$ cat config.mk
export PLATFORM = sky130hd
export DESIGN_NAME = multi_click_counter_unit_flat
export DESIGN_NICKNAME = d
export VERILOG_FILES = /design/src/design/mcc_pkg.sv /design/src/design/mcc_if.sv /design/src/design/multi_click_counter_unit.sv /design/src/design/mcc_in_reg.sv /design/src/design/mcc_core.sv /design/src/design/mcc_out_reg.sv /design/src/flat_wrapper.sv
export VERILOG_INCLUDE_DIRS = /design/src /design/src/design
export SDC_FILE = /design/constraint.sdc
export NUM_CORES = 1
export LEC_CHECK = 0
export BUFFER_PORTS_ARGS = -buffer_cell sky130_fd_sc_hd__buf_2
export CORE_MARGIN = 1.5
export CORE_UTILIZATION = 62
export CTS_CLUSTER_SIZE = 10
export DETAILED_ROUTE_END_ITERATION = 10
export HOLD_SLACK_MARGIN = 0.15
export PLACE_DENSITY = 0.83
export SKIP_CTS_REPAIR_TIMING = 1
export SYNTH_ARGS = -nofsm -noshare
export SYNTH_HDL_FRONTEND = slang
export SYNTH_HIERARCHICAL = 1
export SYNTH_SLANG_ARGS = --single-unit
$ cat constraint.sdc
create_clock -name i_clk -period 4.06 [get_ports i_clk]
set_input_delay 1.218 -clock i_clk [delete_from_list [all_inputs] [get_ports i_clk]]
set_output_delay 1.218 -clock i_clk [all_outputs]
set_load 0.01 [all_outputs]
$ cat src/design/multi_click_counter_unit_assert.svh
// ----------------------------------------------------------------------------
// multi_click_counter_unit assertion macros
// Clocked implication checks with active-low reset disable.
// ----------------------------------------------------------------------------
`ifndef MULTI_CLICK_COUNTER_UNIT_ASSERT_SVH
`define MULTI_CLICK_COUNTER_UNIT_ASSERT_SVH

// same-cycle implication
`define MCC_ASSERT_SAME(label, clk, rst_n, lhs, rhs) \
    label: assert property (@(posedge clk) disable iff (!rst_n) (lhs) |-> (rhs)) \
        else $error("multi_click_counter_unit check failed");

// next-cycle implication
`define MCC_ASSERT_NEXT(label, clk, rst_n, lhs, rhs) \
    label: assert property (@(posedge clk) disable iff (!rst_n) (lhs) |=> (rhs)) \
        else $error("multi_click_counter_unit check failed");

`endif

$ cat src/design/mcc_pkg.sv
// ----------------------------------------------------------------------------
// mcc_pkg
// Types and constants shared by the multi-click counter files.
// ----------------------------------------------------------------------------
`default_nettype none

package mcc_pkg;

    localparam int CFG_IDX_W   = 8;
    localparam int CFG_DATA_W  = 16;
    localparam int COUNT_W     = 8;
    localparam int TIMER_W     = 16;

    localparam logic [CFG_IDX_W-1:0] CFG_MOMENTARY_MODE = 8'd0;
    localparam logic [CFG_IDX_W-1:0] CFG_TIMEOUT        = 8'd1;

    localparam logic [TIMER_W-1:0] TIMEOUT_RESET = 16'd50;
    localparam logic [COUNT_W-1:0] COUNT_MAX     = 8'hFF;

    typedef struct packed {
        logic               tick;
        logic               sample_update;
        logic               reinitialize;
        logic               level_high;
        logic               host_inject;
        logic [COUNT_W-1:0] host_clicks;
    } t_in_item;

    typedef struct packed {
        logic               momentary_mode;
        logic [TIMER_W-1:0] timeout;
    } t_cfg;

    typedef struct packed {
        logic               valid;
        logic [COUNT_W-1:0] click_count;
    } t_result;

    typedef struct packed {
        logic fire;
        logic advance;
    } t_stage_ctl;

endpackage

`default_nettype wire

$ cat src/design/mcc_if.sv
// ----------------------------------------------------------------------------
// mcc_if
// Valid/ready channel interfaces: input requests, results, register writes.
// ----------------------------------------------------------------------------
`default_nettype none

interface mcc_in_if import mcc_pkg::*; ();
    logic               valid;
    logic               ready;
    logic               tick;
    logic               sample_update;
    logic               reinitialize;
    logic               level_high;
    logic               host_inject;
    logic [COUNT_W-1:0] host_clicks;

    modport source (output valid, output tick, output sample_update, output reinitialize,
                    output level_high, output host_inject, output host_clicks,
                    input ready);
    modport sink   (input valid, input tick, input sample_update, input reinitialize,
                    input level_high, input host_inject, input host_clicks,
                    output ready);
endinterface

interface mcc_out_if import mcc_pkg::*; ();
    logic               valid;
    logic               ready;
    logic [COUNT_W-1:0] click_count;

    modport source (output valid, output click_count, input ready);
    modport sink   (input valid, input click_count, output ready);
endinterface

interface mcc_cfg_if import mcc_pkg::*; ();
    logic                  valid;
    logic                  ready;
    logic [CFG_IDX_W-1:0]  index;
    logic [CFG_DATA_W-1:0] data;

    modport source (output valid, output index, output data, input ready);
    modport sink   (input valid, input index, input data, output ready);
endinterface

`default_nettype wire

$ cat src/design/multi_click_counter_unit.sv
// ----------------------------------------------------------------------------
// multi_click_counter_unit
// Counts clicks of a channel level and reports each finished burst.
// ----------------------------------------------------------------------------
// Usage:
//   i_in  : one request per handshake carrying tick, sample_update,
//           reinitialize, level_high, host_inject and host_clicks.
//   o_out : zero or one result per request, click_count of a finished burst.
//   i_cfg : register writes, index 0 momentary_mode, index 1
//           multi_click_timeout; always ready, write only while idle.
// Timing:
//   A request accepted into the input register is processed there by the core,
//   and its result is loaded into the output register when that register can
//   load; the result handshake is made from the output register.
//   Throughput is one request per cycle while the output register can load,
//   each fired request updating the click state in the core.
// Reset:
//   Synchronous, active low. Clears both registers' valid flags and the
//   click state; momentary_mode returns to 0 and the timeout to 50.
// Stall:
//   While a result waits with o_out.ready low, the output register cannot
//   load, so the input register holds its request even if it yields no
//   result; i_in.ready drops while that register is full and cannot advance.
// ----------------------------------------------------------------------------
`default_nettype none

`include "multi_click_counter_unit_assert.svh"

module multi_click_counter_unit import mcc_pkg::*; (
    input  wire logic i_clk,
    input  wire logic i_rst_n,
    mcc_in_if.sink    i_in,
    mcc_out_if.source o_out,
    mcc_cfg_if.sink   i_cfg
);

    t_cfg       r_cfg;
    t_in_item   in_item;
    t_in_item   stage_item;
    logic       stage_valid;
    logic       in_ready;
    logic       out_can_load;
    t_stage_ctl ctl;
    t_result    result;

    assign in_item.tick          = i_in.tick;
    assign in_item.sample_update = i_in.sample_update;
    assign in_item.reinitialize  = i_in.reinitialize;
    assign in_item.level_high    = i_in.level_high;
    assign in_item.host_inject   = i_in.host_inject;
    assign in_item.host_clicks   = i_in.host_clicks;

    assign i_in.ready  = in_ready;
    assign i_cfg.ready = 1'b1;

    assign ctl.advance = out_can_load;
    assign ctl.fire    = stage_valid && out_can_load;

    always_ff @(posedge i_clk) begin
        if (!i_rst_n) begin
            r_cfg.momentary_mode <= 1'b0;
            r_cfg.timeout        <= TIMEOUT_RESET;
        end else if (i_cfg.valid) begin
            case (i_cfg.index)
                CFG_MOMENTARY_MODE: r_cfg.momentary_mode <= i_cfg.data[0];
                CFG_TIMEOUT:        r_cfg.timeout        <= i_cfg.data[TIMER_W-1:0];
                default: begin
                end
            endcase
        end
    end

    mcc_in_reg u_in_reg (
        .i_clk     (i_clk),
        .i_rst_n   (i_rst_n),
        .i_valid   (i_in.valid),
        .i_item    (in_item),
        .i_advance (ctl.advance),
        .o_ready   (in_ready),
        .o_valid   (stage_valid),
        .o_item    (stage_item)
    );

    mcc_core u_core (
        .i_clk    (i_clk),
        .i_rst_n  (i_rst_n),
        .i_ctl    (ctl),
        .i_item   (stage_item),
        .i_cfg    (r_cfg),
        .o_result (result)
    );

    mcc_out_reg u_out_reg (
        .i_clk         (i_clk),
        .i_rst_n       (i_rst_n),
        .i_ctl         (ctl),
        .i_result      (result),
        .i_ready       (o_out.ready),
        .o_can_load    (out_can_load),
        .o_valid       (o_out.valid),
        .o_click_count (o_out.click_count)
    );

    `MCC_ASSERT_SAME(a_count_nonzero, i_clk, i_rst_n, o_out.valid, o_out.click_count != 8'd0)
    `MCC_ASSERT_SAME(a_ready_when_empty, i_clk, i_rst_n, !o_out.valid, in_ready)
    `MCC_ASSERT_NEXT(a_stage_holds, i_clk, i_rst_n, stage_valid && !out_can_load, stage_valid)
    `MCC_ASSERT_NEXT(a_result_loaded, i_clk, i_rst_n, ctl.fire && result.valid, o_out.valid)

endmodule

`default_nettype wire

$ cat src/design/mcc_in_reg.sv
// ----------------------------------------------------------------------------
// mcc_in_reg
// Input request register; holds while the result side is blocked.
// ----------------------------------------------------------------------------
`default_nettype none

module mcc_in_reg import mcc_pkg::*; (
    input  wire logic     i_clk,
    input  wire logic     i_rst_n,
    input  wire logic     i_valid,
    input  wire t_in_item i_item,
    input  wire logic     i_advance,
    output logic          o_ready,
    output logic          o_valid,
    output t_in_item      o_item
);

    logic     r_valid;
    t_in_item r_item;

    assign o_ready = !r_valid || i_advance;
    assign o_valid = r_valid;
    assign o_item  = r_item;

    always_ff @(posedge i_clk) begin
        if (!i_rst_n) begin
            r_valid <= 1'b0;
        end else if (o_ready) begin
            r_valid <= i_valid;
        end
    end

    always_ff @(posedge i_clk) begin
        if (o_ready && i_valid) begin
            r_item <= i_item;
        end
    end

endmodule

`default_nettype wire

$ cat src/design/mcc_core.sv
// ----------------------------------------------------------------------------
// mcc_core
// Click state and burst decision, one request per cycle while i_ctl.fire is set.
// ----------------------------------------------------------------------------
`default_nettype none

module mcc_core import mcc_pkg::*; (
    input  wire logic       i_clk,
    input  wire logic       i_rst_n,
    input  wire t_stage_ctl i_ctl,
    input  wire t_in_item   i_item,
    input  wire t_cfg       i_cfg,
    output t_result         o_result
);

    logic [COUNT_W-1:0] r_pending, n_pending;
    logic [TIMER_W-1:0] r_timer,   n_timer;
    logic               r_level,   n_level;
    logic               r_depart,  n_depart;
    logic               r_known,   n_known;

    always_comb begin
        logic known_in;
        logic click;
        logic check;

        n_pending = r_pending;
        n_timer   = r_timer;
        n_level   = r_level;
        n_depart  = r_depart;
        n_known   = r_known;
        known_in  = r_known && !i_item.reinitialize;
        click     = 1'b0;
        check     = 1'b0;

        if (i_item.host_inject) begin
            n_pending = i_item.host_clicks;
            n_timer   = '0;
            check     = 1'b1;
        end else begin
            if (i_item.tick && (r_timer != '0)) begin
                n_timer = r_timer - 1'b1;
            end
            n_known = known_in;
            if (i_item.sample_update) begin
                if (!known_in) begin
                    n_known = 1'b1;
                    n_level = i_item.level_high;
                end else begin
                    check = 1'b1;
                    if (i_cfg.momentary_mode) begin
                        if (i_item.level_high != r_level) begin
                            if (!r_depart) begin
                                n_depart = 1'b1;
                                click    = 1'b1;
                            end
                        end else begin
                            n_depart = 1'b0;
                        end
                    end else if (i_item.level_high != r_level) begin
                        n_level = i_item.level_high;
                        click   = 1'b1;
                    end
                end
            end
            if (click) begin
                if (r_pending != COUNT_MAX) begin
                    n_pending = r_pending + 1'b1;
                end
                n_timer = i_cfg.timeout;
            end
        end

        o_result.valid       = check && (n_pending != '0) && (n_timer == '0);
        o_result.click_count = n_pending;
        if (o_result.valid) begin
            n_pending = '0;
        end
    end

    always_ff @(posedge i_clk) begin
        if (!i_rst_n) begin
            r_pending <= '0;
            r_timer   <= '0;
            r_level   <= 1'b0;
            r_depart  <= 1'b0;
            r_known   <= 1'b0;
        end else if (i_ctl.fire) begin
            r_pending <= n_pending;
            r_timer   <= n_timer;
            r_level   <= n_level;
            r_depart  <= n_depart;
            r_known   <= n_known;
        end
    end

endmodule

`default_nettype wire

$ cat src/design/mcc_out_reg.sv
// ----------------------------------------------------------------------------
// mcc_out_reg
// Result register; takes a new result whenever empty or being drained.
// ----------------------------------------------------------------------------
`default_nettype none

module mcc_out_reg import mcc_pkg::*; (
    input  wire logic       i_clk,
    input  wire logic       i_rst_n,
    input  wire t_stage_ctl i_ctl,
    input  wire t_result    i_result,
    input  wire logic       i_ready,
    output logic            o_can_load,
    output logic            o_valid,
    output logic [COUNT_W-1:0] o_click_count
);

    logic               r_valid;
    logic [COUNT_W-1:0] r_count;

    assign o_can_load    = !r_valid || i_ready;
    assign o_valid       = r_valid;
    assign o_click_count = r_count;

    always_ff @(posedge i_clk) begin
        if (!i_rst_n) begin
            r_valid <= 1'b0;
        end else if (o_can_load) begin
            r_valid <= i_ctl.fire && i_result.valid;
        end
    end

    always_ff @(posedge i_clk) begin
        if (i_ctl.fire && i_result.valid) begin
            r_count <= i_result.click_count;
        end
    end

endmodule

`default_nettype wire
$ cat src/flat_wrapper.sv
// flat-port wrapper written by rule: the top's interface ports become plain ports
module multi_click_counter_unit_flat import mcc_pkg::*;
  (i_clk, i_rst_n, i_in_valid, i_in_tick, i_in_sample_update, i_in_reinitialize, i_in_level_high, i_in_host_inject, i_in_host_clicks, i_in_ready, o_out_valid, o_out_click_count, o_out_ready, i_cfg_valid, i_cfg_index, i_cfg_data, i_cfg_ready);
  mcc_in_if i_in_i ();
  mcc_out_if o_out_i ();
  mcc_cfg_if i_cfg_i ();
  input  wire logic i_clk;
  input  wire logic i_rst_n;
  input wire logic [$bits(i_in_i.valid)-1:0] i_in_valid;
  input wire logic [$bits(i_in_i.tick)-1:0] i_in_tick;
  input wire logic [$bits(i_in_i.sample_update)-1:0] i_in_sample_update;
  input wire logic [$bits(i_in_i.reinitialize)-1:0] i_in_reinitialize;
  input wire logic [$bits(i_in_i.level_high)-1:0] i_in_level_high;
  input wire logic [$bits(i_in_i.host_inject)-1:0] i_in_host_inject;
  input wire logic [$bits(i_in_i.host_clicks)-1:0] i_in_host_clicks;
  output wire logic [$bits(i_in_i.ready)-1:0] i_in_ready;
  output wire logic [$bits(o_out_i.valid)-1:0] o_out_valid;
  output wire logic [$bits(o_out_i.click_count)-1:0] o_out_click_count;
  input wire logic [$bits(o_out_i.ready)-1:0] o_out_ready;
  input wire logic [$bits(i_cfg_i.valid)-1:0] i_cfg_valid;
  input wire logic [$bits(i_cfg_i.index)-1:0] i_cfg_index;
  input wire logic [$bits(i_cfg_i.data)-1:0] i_cfg_data;
  output wire logic [$bits(i_cfg_i.ready)-1:0] i_cfg_ready;
  assign i_in_i.valid = i_in_valid;
  assign i_in_i.tick = i_in_tick;
  assign i_in_i.sample_update = i_in_sample_update;
  assign i_in_i.reinitialize = i_in_reinitialize;
  assign i_in_i.level_high = i_in_level_high;
  assign i_in_i.host_inject = i_in_host_inject;
  assign i_in_i.host_clicks = i_in_host_clicks;
  assign i_in_ready = i_in_i.ready;
  assign o_out_valid = o_out_i.valid;
  assign o_out_click_count = o_out_i.click_count;
  assign o_out_i.ready = o_out_ready;
  assign i_cfg_i.valid = i_cfg_valid;
  assign i_cfg_i.index = i_cfg_index;
  assign i_cfg_i.data = i_cfg_data;
  assign i_cfg_ready = i_cfg_i.ready;
  multi_click_counter_unit u_core (.i_clk(i_clk), .i_rst_n(i_rst_n), .i_in(i_in_i), .o_out(o_out_i), .i_cfg(i_cfg_i));
endmodule
# Word-level counts from Yosys, hierarchy flattened

Cells that the tools add are included.
W data, S select, Z words.

$add $sub $neg: 2
Equality and inequality tests: 5
Multiplexer cells: 21
Bitwise logic cells: 1
Reduce and logical (&&, ||, !) cells: 21

Operators by type and width:

| operator                | number |
|---|---|
| $mux W16                | 3 |
| $mux W8                 | 4 |
| $logic_not A16 Y1       | 1 |
| $reduce_bool A16 Y1     | 1 |
| $sub A16 B1 Y16 const B | 1 |
| $mux W1                 | 14 |
| $reduce_and A5 Y1       | 2 |
| $add A8 B1 Y8 const B   | 1 |
| $eq A8 B1 Y1 const B    | 1 |
| $logic_not A8 Y1        | 1 |
| $ne A8 B8 Y1 const B    | 1 |
| $reduce_bool A8 Y1      | 1 |
| $logic_and A1 B1 Y1     | 7 |
| $reduce_and A2 Y1       | 3 |
| $logic_not A1 Y1        | 3 |
| $logic_or A1 B1 Y1      | 2 |
| $ne A2 B1 Y1 const B    | 1 |
| $ne A2 B2 Y1 const B    | 1 |
| $ne A1 B1 Y1            | 1 |
| $not A1 Y1              | 1 |

Register bits after elaboration: 67
Input bits: 42
Output and inout port bits: 11
Word-level logic and storage cells: 66

# Depth between registers and ports, before layout

Gate-level depths: netlist of run 1.

Depth in word-level cells: 12
Depth in mapped cells: 12
Depth with buffers taken out: 12

# By module

Netlist of run 1, hierarchy kept.

Modules (own cells, without submodules):

| module                   | times used | cells an instance | area each (µm²) | seq. area each (µm²) |
|---|---|---|---|---|
| mcc_core                 | 1          | 276               | 2135.8          | 540.5 |
| multi_click_counter_unit | 1          | 78                | 743.2           | 340.3 |
| mcc_in_reg               | 1          | 18                | 447.9           | 410.4 |
| mcc_out_reg              | 1          | 13                | 292.8           | 260.2 |

# Worst setup path after synthesis of run 1

Ideal clock, no wire load.

Path type: reg-to-reg
Start point: register u_core.u_core.r_timer[0]
End point: register u_core.u_out_reg.r_count[0], in the netlist u_core/u_out_reg/o_click_count[0] (enable)
Arrival time: 2.440 ns
Required time: 3.736 ns
Slack: 1.296 ns
Cell stages (with the launch flop): 13
Path buffers: 0
Cells stage by stage: dfxtp_1 inv_1 ha_1 nor4b_2 nand4_2 nor3b_1 a21oi_1 a311oi_1 nor4_2 nand4_2 a21oi_1 nand2_1 inv_1

RTL lines:

| item                     | RTL line          | text |
|---|---|---|
| start: declaration       | mcc_core.sv:17    | `logic [TIMER_W-1:0] r_timer, n_timer;` |
| start signal: assignment | mcc_core.sv:90    | `r_timer <= n_timer;` |
| end signal: assignment   | mcc_out_reg.sv:35 | `r_count <= i_result.click_count;` |
| end: declaration         | mcc_out_reg.sv:19 | `logic [COUNT_W-1:0] r_count;` |

==> results of run 1 <==
[sequential cells by signal, indices dropped and copies added, names as in the netlist, 8 cells and up]
signal / cells
u_core/u_out_reg/o_click_count: 8
u_core/u_core/r_pending: 8
u_core/u_in_reg/o_item: 13
u_core/u_core/r_timer: 16
u_core/r_cfg: 17
[area by class of cell]
class / instances / share of cell area
multi-input combinational: 288 / 0.4708
sequential: 67 / 0.3776
timing repair buffer: 56 / 0.07125
clock buffer: 10 / 0.03350
tap: 72 / 0.02192
clock inverter: 6 / 0.01492
inverter: 11 / 0.01005
[through the flow]
step	cell area [µm²]	power (W)	worst slack [ns]	instances	hold slack, ns
CTS	4109	0.001451	0.6884	510	0.4601
global route	4109	0.001498	0.4318	510	0.5008
finish	4109	0.001448	0.5993	510	0.4559
global placement	3910	0.0008899	0.8641	494	0.4430
floorplan	3620	0.0008411	1.296	385	0.4351
detailed placement	3910	0.0008953	0.7159	494	0.4500
[tightest hold or removal path: stages, from the launching register on]
cell,delay [ns]
dfxtp_1,0.31
nand2_1,0.05
mux2i_1,0.05
[report_power, final]
| part | internal [W] | switching (W) | total, W | leakage [nW] |
|---|---|---|---|---|
| combinational | 0.0000651 | 0.0000931 | 0.000158 | 0.903 |
| sequential | 0.000711 | 0.0000159 | 0.000727 | 0.573 |
| clock | 0.000301 | 0.000263 | 0.000563 | 0.107 |
[cells in the mapped netlist (9+ instances only)]
cell type / n / share of area
inv_1: 11 / 0.011
edfxtp_1: 21 / 0.17
o21ai_0: 12 / 0.017
nand3_1: 10 / 0.014
a21oi_1: 9 / 0.012
dfxtp_1: 46 / 0.25
mux2i_1: 28 / 0.077
nor3_1: 12 / 0.017
clkbuf_1: 13 / 0.013
nand2_1: 54 / 0.056
nor2b_1: 17 / 0.029
and2_1: 9 / 0.016
nor2_1: 29 / 0.030
[metal layers]
layer,vias to the layer above,global-route usage
met5,-,0
met4,0,0.08596
met3,11,0.08571
met2,181,0.4744
met1,1485,0.3903
li1,1504,-
[cell families (layout without fill, tap and decap cells)]
| group | Yosys count | in the layout | synth area share |
|---|---|---|---|
| muxes | 30 | 30 | 0.08365 |
| xor gates and xnor gates | 9 | 9 | 0.02178 |
| DFF | 67 | 67 | 0.4286 |
| adders and majority gates | 3 | 3 | 0.01037 |
| and+or+nand+nor | 173 | 173 | 0.2686 |
| buffers and inverters | 30 | 83 | 0.03699 |
| other | 1 | 1 | 0.001036 |
| AOI/OAI and AO/OA | 72 | 72 | 0.1490 |
[final timing paths]
kind	cells past startpoint	startpoint	slack (ns)	end
max reg2reg	12	u_core/u_core/r_timer[0]	0.60	u_core/u_out_reg/o_click_count[2]
max	12	u_core/u_core/r_timer[0]	0.60	u_core/u_out_reg/o_click_count[2]
min reg2reg	2	u_core/r_cfg[7]	0.46	u_core/r_cfg[7]
min	2	u_core/r_cfg[7]	0.46	u_core/r_cfg[7]
==> impl_metrics.yaml, run 1 <==
status:
  status: "finished, final reports clean"
final_layout:
  nNetsFinal: 478
  final_cell_mix: "54 x nand2_1, 51 x buf_2, 46 x dfxtp_1"
  multi_input_area_mm2: 0.001934
  postLayoutCoreUtil: 0.7371
  final_common_cell: "nand2_1"
  num_antenna_cells: 0
  regArea_mm2: 0.001551
  syn2layout_area_growth_pct: 13.52
  fill_cells: 418
  drive_above_1_share: 0.2078
clocking:
  clk_pin_slew_worst_paths_ns: 0.07
  numCtsBuffers: 9
  ctsHtreeMaxLevel: 3
  clockRootBuffer: "clkbuf_8"
  clk_latency_ns: 0.35
  cts.sinks: 67
  cts_buffer_depth: 2
  cts_tree: "yes"
grt:
  grt_pass1_wl_mm: 14.11
  antenna_found_initial: 0
  grt_pass1_vias: 2939
  grt_usage: 0.2962
  grt_max_degree: 37
  grt_overflow: 0
routing:
  vias_per_cell: 6.237
  drc_errors: 0
  postRouteAntennaNets: 0
  wl_met3_um: 781
  via_count: 3181
  first_pass_iters: 6
  top_layer: "met4"
  wl_met2_mm: 4.207
  routed_wl_mm: 8.934
  first_iter_violations: 467
  wl_met1_mm: 3.847
  wl_per_cell_um: 17.52
run:
  drv_cap: 0
critical_path:
  path_buf_inv: 2
  crit_fanout: 9
  cp.arrival_ns: 3.48
  setup.worst_path.class: "reg -> reg"
  crit_path_top_delay_cell: "nor4b_2"
  path_delay_family: "simple AND/OR/NAND/NOR gates"
  start_kind: "flip-flop"
  cp_data_required_time_ns: 4.08
  crit_chain: "inv_1, ha_1, nor4b_2, nand4_2, nor3b_1, a21oi_1, a311oi_1, nor4_2, nand4_2, a21oi_1, nand2_1, inv_1"
  worstSetupEndpointType: "flip-flop"
  slowest_delay_ns: 0.42
floorplan:
  dieArea_mm2: 0.006306
  fp.coreArea_mm2: 0.005574
  initial_core_util: 0.6494
  die_h_um: 79.41
  pin_count: 53
  rows: 27
  die_w_um: 79.41
sta:
  fin_crit_ns: 3.461
  timing.final.crit_share: 0.8524
  skew_ns: 0.005060
  setup_violations: 0
  maxSlewHeadroom: 0.4869
  setup-tns-final_ns: 0
  rsz0062_at_grt: "false"
  finalHoldViolCount: 0
  slew_viol_final: 0
  fmax_mhz: 289.0
  tightestPinTransition_ns: 0.7696
place:
  gp_congestion: 0.9758
  io_buffers: 51
  dp_hpwl_mm: 6.268
logic_synthesis:
  syn_avg_cell_area_um2: 9.402
  syn-num-nets: 430
  synth_area_mm2: 0.003620
  netlist_instances: 385
  ys.flop_type: "dfxtp_1"
  async_reset_ff_frac: 0
  yosys_register_bits: 67
  ys_seq_area_frac: 0.4286
  synth_edf_count: 21
  synth-warning-count: 6
  ys_types: 65
pwr:
  p_leak_nw: 1.583
  p_per_area_mw_per_mm2: 352.5
  ir_drop_uv: 218.1
hold_path:
  hold_path_class: "reg -> reg"
(Power assumes the default switching activity.)
==> run 2, diff against run 1 <==
--- a/config.mk
+++ b/config.mk
@@ -7,7 +7,7 @@
 export NUM_CORES = 1
 export LEC_CHECK = 0
 export BUFFER_PORTS_ARGS = -buffer_cell sky130_fd_sc_hd__buf_2
-export CORE_MARGIN = 1.5
+export CORE_MARGIN = 2
 export CORE_UTILIZATION = 62
 export CTS_CLUSTER_SIZE = 10
 export DETAILED_ROUTE_END_ITERATION = 10
==> run 2 against run 1 <==
Die area rose by 2.5%. Largest power group unchanged. Routed wire length shrank 5.9%. Via count up 0.22%. Combinational power hardly changed. Cell count unchanged.
==> impl_metrics.yaml, run 2 (same netlist as run 1, synthesis figures left out) <==
place:
  gp_congestion: 0.9157
  place_area_mm2: 0.003910
  dpl_worst_slack_ns: 0.7069
  placedCellCount: 494
  io_buffers: 51
  dp_hpwl_mm: 5.847
routing:
  drc_errors: 0
  routed_wl_mm: 8.407
  wl_per_cell_um: 16.48
  postRouteAntennaNets: 0
  via_count: 3188
  first_iter_violations: 414
  first_pass_iters: 6
  vias_per_cell: 6.251
clocking:
  numCtsBuffers: 9
  ctsHtreeMaxLevel: 3
  cts_buffer_depth: 2
  cts_tree: "yes"
  clk_latency_ns: 0.35
  clockRootBuffer: "clkbuf_8"
  cts.sinks: 67
  clk_pin_slew_worst_paths_ns: 0.07
grt:
  grt-busiest-layer: "met2"
  grt_usage: 0.2772
  grt_pass1_wl_mm: 13.52
  grt_overflow: 0
  grt_pass1_vias: 2889
  use_met2: 0.4200
  antenna_found_initial: 0
  grt_max_degree: 39
  grtUsageMet3: 0.06180
  groute.layer.met1.usage: 0.3794
final_layout:
  final_area_mm2: 0.004119
  final_cell_mix: "54 x nand2_1, 51 x buf_2, 46 x dfxtp_1"
  nNetsFinal: 478
  largest_reg_flops: 17
  regArea_mm2: 0.001551
  syn2layout_area_growth_pct: 13.79
  final_common_cell: "nand2_1"
  multi_input_area_mm2: 0.001934
  num_antenna_cells: 0
  drive_above_1_share: 0.2032
  fill_cells: 423
  instances_no_fill: 510
  top_register: "u_core/r_cfg"
critical_path:
  start_kind: "flip-flop"
  setup.worst_path.class: "reg -> reg"
  r2r_setup_slack_ns: 0.58
  crit_chain: "inv_1, ha_1, nor4b_2, nand4_2, nor3b_1, a21oi_1, a311oi_1, nor4_2, nand4_2, a21oi_1, nand2_1, inv_1"
  slowest_delay_ns: 0.41
  r2r-start: "u_core/u_core/r_timer[0]"
  crit_fanout: 9
  worstSetupEndpointType: "flip-flop"
  crit_path_top_delay_cell: "nor4b_2"
  cp.arrival_ns: 3.50
  r2r-end: "u_core/u_out_reg/o_click_count[7]"
  cp_data_required_time_ns: 4.08
  rr_worst_depth: 12
floorplan:
  fp.coreArea_mm2: 0.005574
  die_h_um: 80.41
  die_w_um: 80.41
  rows: 27
  initial_core_util: 0.6494
  dieArea_mm2: 0.006466
  pin_count: 53
pwr:
  p_leak_nw: 1.582
  ir_drop_uv: 260.1
  p_per_area_mw_per_mm2: 351.7
sta:
  hold_ws_ns: 0.4631
  skew_ns: 0.008251
  fin_crit_ns: 3.483
  timing.final.crit_share: 0.8578
  finalHoldViolCount: 0
  setup-tns-final_ns: 0
  maxSlewHeadroom: 0.5240
  slew_viol_final: 0
  setup_violations: 0
  tightestPinTransition_ns: 0.7141
  layout_setup_ws_ns: 0.5774
  rsz0062_at_grt: "false"
  fmax_mhz: 287.1
hold_path:
  hold_path_class: "reg -> reg"
  min_path_cells: 2
  hold_end: "u_core/r_cfg[9]"
  min_from: "u_core/r_cfg[9]"
run:
  drv_cap: 0
status:
  status: "finished, final reports clean"
run 2: layout make-up:
class	instances	share of cell area
multi-input combinational	288	0.4696
timing repair buffer	56	0.07108
clock buffer	14	0.04739
clock inverter	2	0.003341
sequential	67	0.3767
inverter	11	0.01002
tap	72	0.02187
run 2: how the worst max path moves through the flow:
stage | startpoint | end | cells past startpoint
after floorplan | u_core/u_core/r_timer[0] | u_core/u_out_reg/o_click_count[0] | 12
after global placement | u_core/u_core/r_timer[0] | u_core/u_out_reg/o_click_count[1] | 12
after detailed placement | u_core/u_core/r_timer[0] | u_core/u_out_reg/o_click_count[5] | 12
after CTS | u_core/u_core/r_timer[0] | u_core/u_out_reg/o_click_count[7] | 12
after global routing | u_core/u_core/r_timer[0] | u_core/u_out_reg/o_click_count[2] | 12
final | u_core/u_core/r_timer[0] | u_core/u_out_reg/o_click_count[7] | 12
run 2: per-stage QoR:
step	util	total power [W]
5_1_grt	0.7389	0.001502
3_3_place_gp	0.7015	0.0008887
4_1_cts	0.7389	0.001457
6_report	0.7389	0.001449
2_1_floorplan	-	0.0008411
3_5_place_dp	0.7015	0.0008934
run 2: layer usage:
layer / vias up / wire (µm)
met3: 27 / 665
met5: - / 0
met4: 0 / 214
met1: 1476 / 3812
li1: 1502 / -
met2: 183 / 3715
run 2: worst max-delay path, delay by kind of cell, from the launching register on:
| family | cells | cell delay [ns] |
|---|---|---|
| buf+inv | 2 | 0.44 |
| simple gates | 6 | 1.57 |
| fa+ha+maj | 1 | 0.21 |
| flops | 1 | 0.36 |
| compound gates | 3 | 0.57 |
run 2: power by group:
part,internal (W),switching (W)
Combinational,0.0000651,0.0000911
Sequential,0.000711,0.0000162
Clock,0.000313,0.000252
==> run 3, diff against run 2 <==
--- a/config.mk
+++ b/config.mk
@@ -6,13 +6,13 @@
 export SDC_FILE = /design/constraint.sdc
 export NUM_CORES = 1
 export LEC_CHECK = 0
-export BUFFER_PORTS_ARGS = -buffer_cell sky130_fd_sc_hd__buf_2
 export CORE_MARGIN = 2
-export CORE_UTILIZATION = 62
+export CORE_UTILIZATION = 68
 export CTS_CLUSTER_SIZE = 10
 export DETAILED_ROUTE_END_ITERATION = 10
+export DONT_BUFFER_PORTS = 1
 export HOLD_SLACK_MARGIN = 0.15
-export PLACE_DENSITY = 0.83
+export PLACE_DENSITY = 0.81
 export SKIP_CTS_REPAIR_TIMING = 1
 export SYNTH_ARGS = -nofsm -noshare
 export SYNTH_HDL_FRONTEND = slang
==> run 3 against run 2 <==
Register-to-register slack improved by 0.03 ns. Clock skew rose by 0.0046 ns. Sequential power increased by 0.6%. Worst setup slack better by 0.026 ns. Via count shrank 7.9%. Combinational power shrank 22%. Cell area shrank 6.5%. Highest routed layer unchanged. Largest cell class unchanged. Cell count shrank 10%. Global-route usage fell by 0.058 points. Maximum frequency increased by 0.75%. Sequential share of layout area increased by 2.6 points. First-iteration DRC count shrank 19%.
==> impl_metrics.yaml, run 3 (same netlist as run 1, synthesis figures left out) <==
status:
  status: "finished, final reports clean"
critical_path:
  crit_chain: "inv_1, ha_1, nor4b_2, nand4_2, a21o_1, o32ai_1, a21oi_1, nor3_2, nand4_2, a21oi_1, nand2_1, inv_1"
  crit_path_top_delay_cell: "nor4b_2"
  setup.worst_path.class: "reg -> reg"
  r2r_setup_slack_ns: 0.60
  cp_data_required_time_ns: 4.08
  path_delay_family: "simple AND/OR/NAND/NOR gates"
  crit_fanout: 9
  r2r-end: "u_core/u_out_reg/o_click_count[5]"
  path_buf_inv: 2
  start_kind: "flip-flop"
  cp.arrival_ns: 3.47
  r2r-start: "u_core/u_core/r_timer[0]"
  worstSetupEndpointType: "flip-flop"
  rr_worst_depth: 12
  slowest_delay_ns: 0.42
sta:
  maxSlewHeadroom: 0.3765
  timing.final.crit_share: 0.8514
  layout_setup_ws_ns: 0.6033
  fmax_mhz: 289.3
  tightestPinTransition_ns: 0.9322
  hold_ws_ns: 0.4633
  skew_ns: 0.01289
  fin_crit_ns: 3.457
  finalHoldViolCount: 0
  rsz0062_at_grt: "false"
  setup-tns-final_ns: 0
  slew_viol_final: 0
  setup_violations: 0
grt:
  grt_max_degree: 57
  antenna_found_initial: 0
  use_met2: 0.3921
  grt_pass1_vias: 2677
  grt_pass1_wl_mm: 12.85
  grt-busiest-layer: "met1"
  groute.layer.met1.usage: 0.3978
  grtUsageMet3: 0.09176
  grt_overflow: 0
  grt_usage: 0.2766
floorplan:
  die_h_um: 76.96
  rows: 26
  pin_count: 53
  dieArea_mm2: 0.005923
  fp.coreArea_mm2: 0.005107
  die_w_um: 76.96
  initial_core_util: 0.7087
routing:
  drc_errors: 0
  postRouteAntennaNets: 0
  routed_wl_mm: 7.896
  via_count: 2935
  vias_per_cell: 6.422
  first_pass_iters: 5
  wl_per_cell_um: 17.28
  first_iter_violations: 334
final_layout:
  instances_no_fill: 457
  drive_above_1_share: 0.1008
  fill_cells: 360
  final_cell_mix: "54 x nand2_1, 46 x dfxtp_1, 29 x nor2_1"
  syn2layout_area_growth_pct: 6.395
  num_antenna_cells: 0
  final_common_cell: "nand2_1"
  largest_reg_flops: 17
  top_register: "u_core/r_cfg"
  nNetsFinal: 427
hold_path:
  min_from: "u_core/r_cfg[7]"
  min_path_cells: 2
  hold_end: "u_core/r_cfg[7]"
  hold_path_class: "reg -> reg"
place:
  gp_congestion: 0.8739
  dp_hpwl_mm: 5.461
  io_buffers: 0
  dpl_worst_slack_ns: 0.7379
  placedCellCount: 441
clocking:
  ctsHtreeMaxLevel: 3
  clockRootBuffer: "clkbuf_8"
  clk_latency_ns: 0.35
  cts_tree: "yes"
  cts.sinks: 67
  cts_buffer_depth: 2
  numCtsBuffers: 9
  clk_pin_slew_worst_paths_ns: 0.07
pwr:
  p_leak_nw: 1.368
  ir_drop_uv: 286.9
  p_per_area_mw_per_mm2: 368.2
run:
  drv_cap: 0
==> run 3: changes by cell type in the layout (fill, tap and decap cells not counted), sizes merged <==
cell      previous run  this run
buf                 56         5
bufinv               0         1
clkbuf              14        10
clkinv               2         0
clkinvlp             0         2
inv                 11        14
==> run 3: tightest hold or removal path, delay by kind of cell (launching register included) <==
| kind | cells | cell delay (ns) |
|---|---|---|
| DFF | 1 | 0.31 |
| and+or+nand+nor | 1 | 0.05 |
| muxes | 1 | 0.05 |
==> run 3: per-layer routing <==
layer	vias up	part of all wire
met5	-	0
met4	0	0.017
met3	14	0.098
met2	170	0.42
met1	1346	0.46
li1	1405	-
==> run 3: final cells by class <==
class                   count  area (µm²)  share of cell area
clock buffers              10       127.6             0.03314
clock inverters             6       71.32             0.01852
inverters                  11       41.29             0.01072
multi-input cells         288        1934              0.5023
flip-flops and latches     67        1551              0.4029
well taps                  70       87.58             0.02274
repair buffers              5       37.54            0.009747
==> run 3: through the flow <==
step,area [µm²],power [W],util
6_report,3851,0.001418,0.7540
3_3_place_gp,3652,0.0008618,0.7151
5_1_grt,3851,0.001469,0.7540
3_5_place_dp,3652,0.0008635,0.7151
2_1_floorplan,3620,0.0008411,-
4_1_cts,3851,0.001422,0.7540
==> run 3: worst max path at each step <==
stage / startpoint / to / cells past startpoint
6_report: u_core/u_core/r_timer[0] / u_core/u_out_reg/o_click_count[5] / 12
5_1_grt: u_core/u_core/r_timer[0] / u_core/u_out_reg/o_click_count[3] / 12
2_1_floorplan: u_core/u_core/r_timer[0] / u_core/u_out_reg/o_click_count[0] / 12
3_5_place_dp: u_core/u_core/r_timer[0] / u_core/u_out_reg/o_click_count[5] / 12
4_1_cts: u_core/u_core/r_timer[0] / u_core/u_out_reg/o_click_count[5] / 12
3_3_place_gp: u_core/u_core/r_timer[0] / u_core/u_out_reg/o_click_count[5] / 12
==> run 3: where the power goes <==
group / switching, W / internal, W / total, W
sequential: 0.0000200 / 0.000711 / 0.000731
clock: 0.000275 / 0.000290 / 0.000565
combinational: 0.0000727 / 0.0000488 / 0.000121
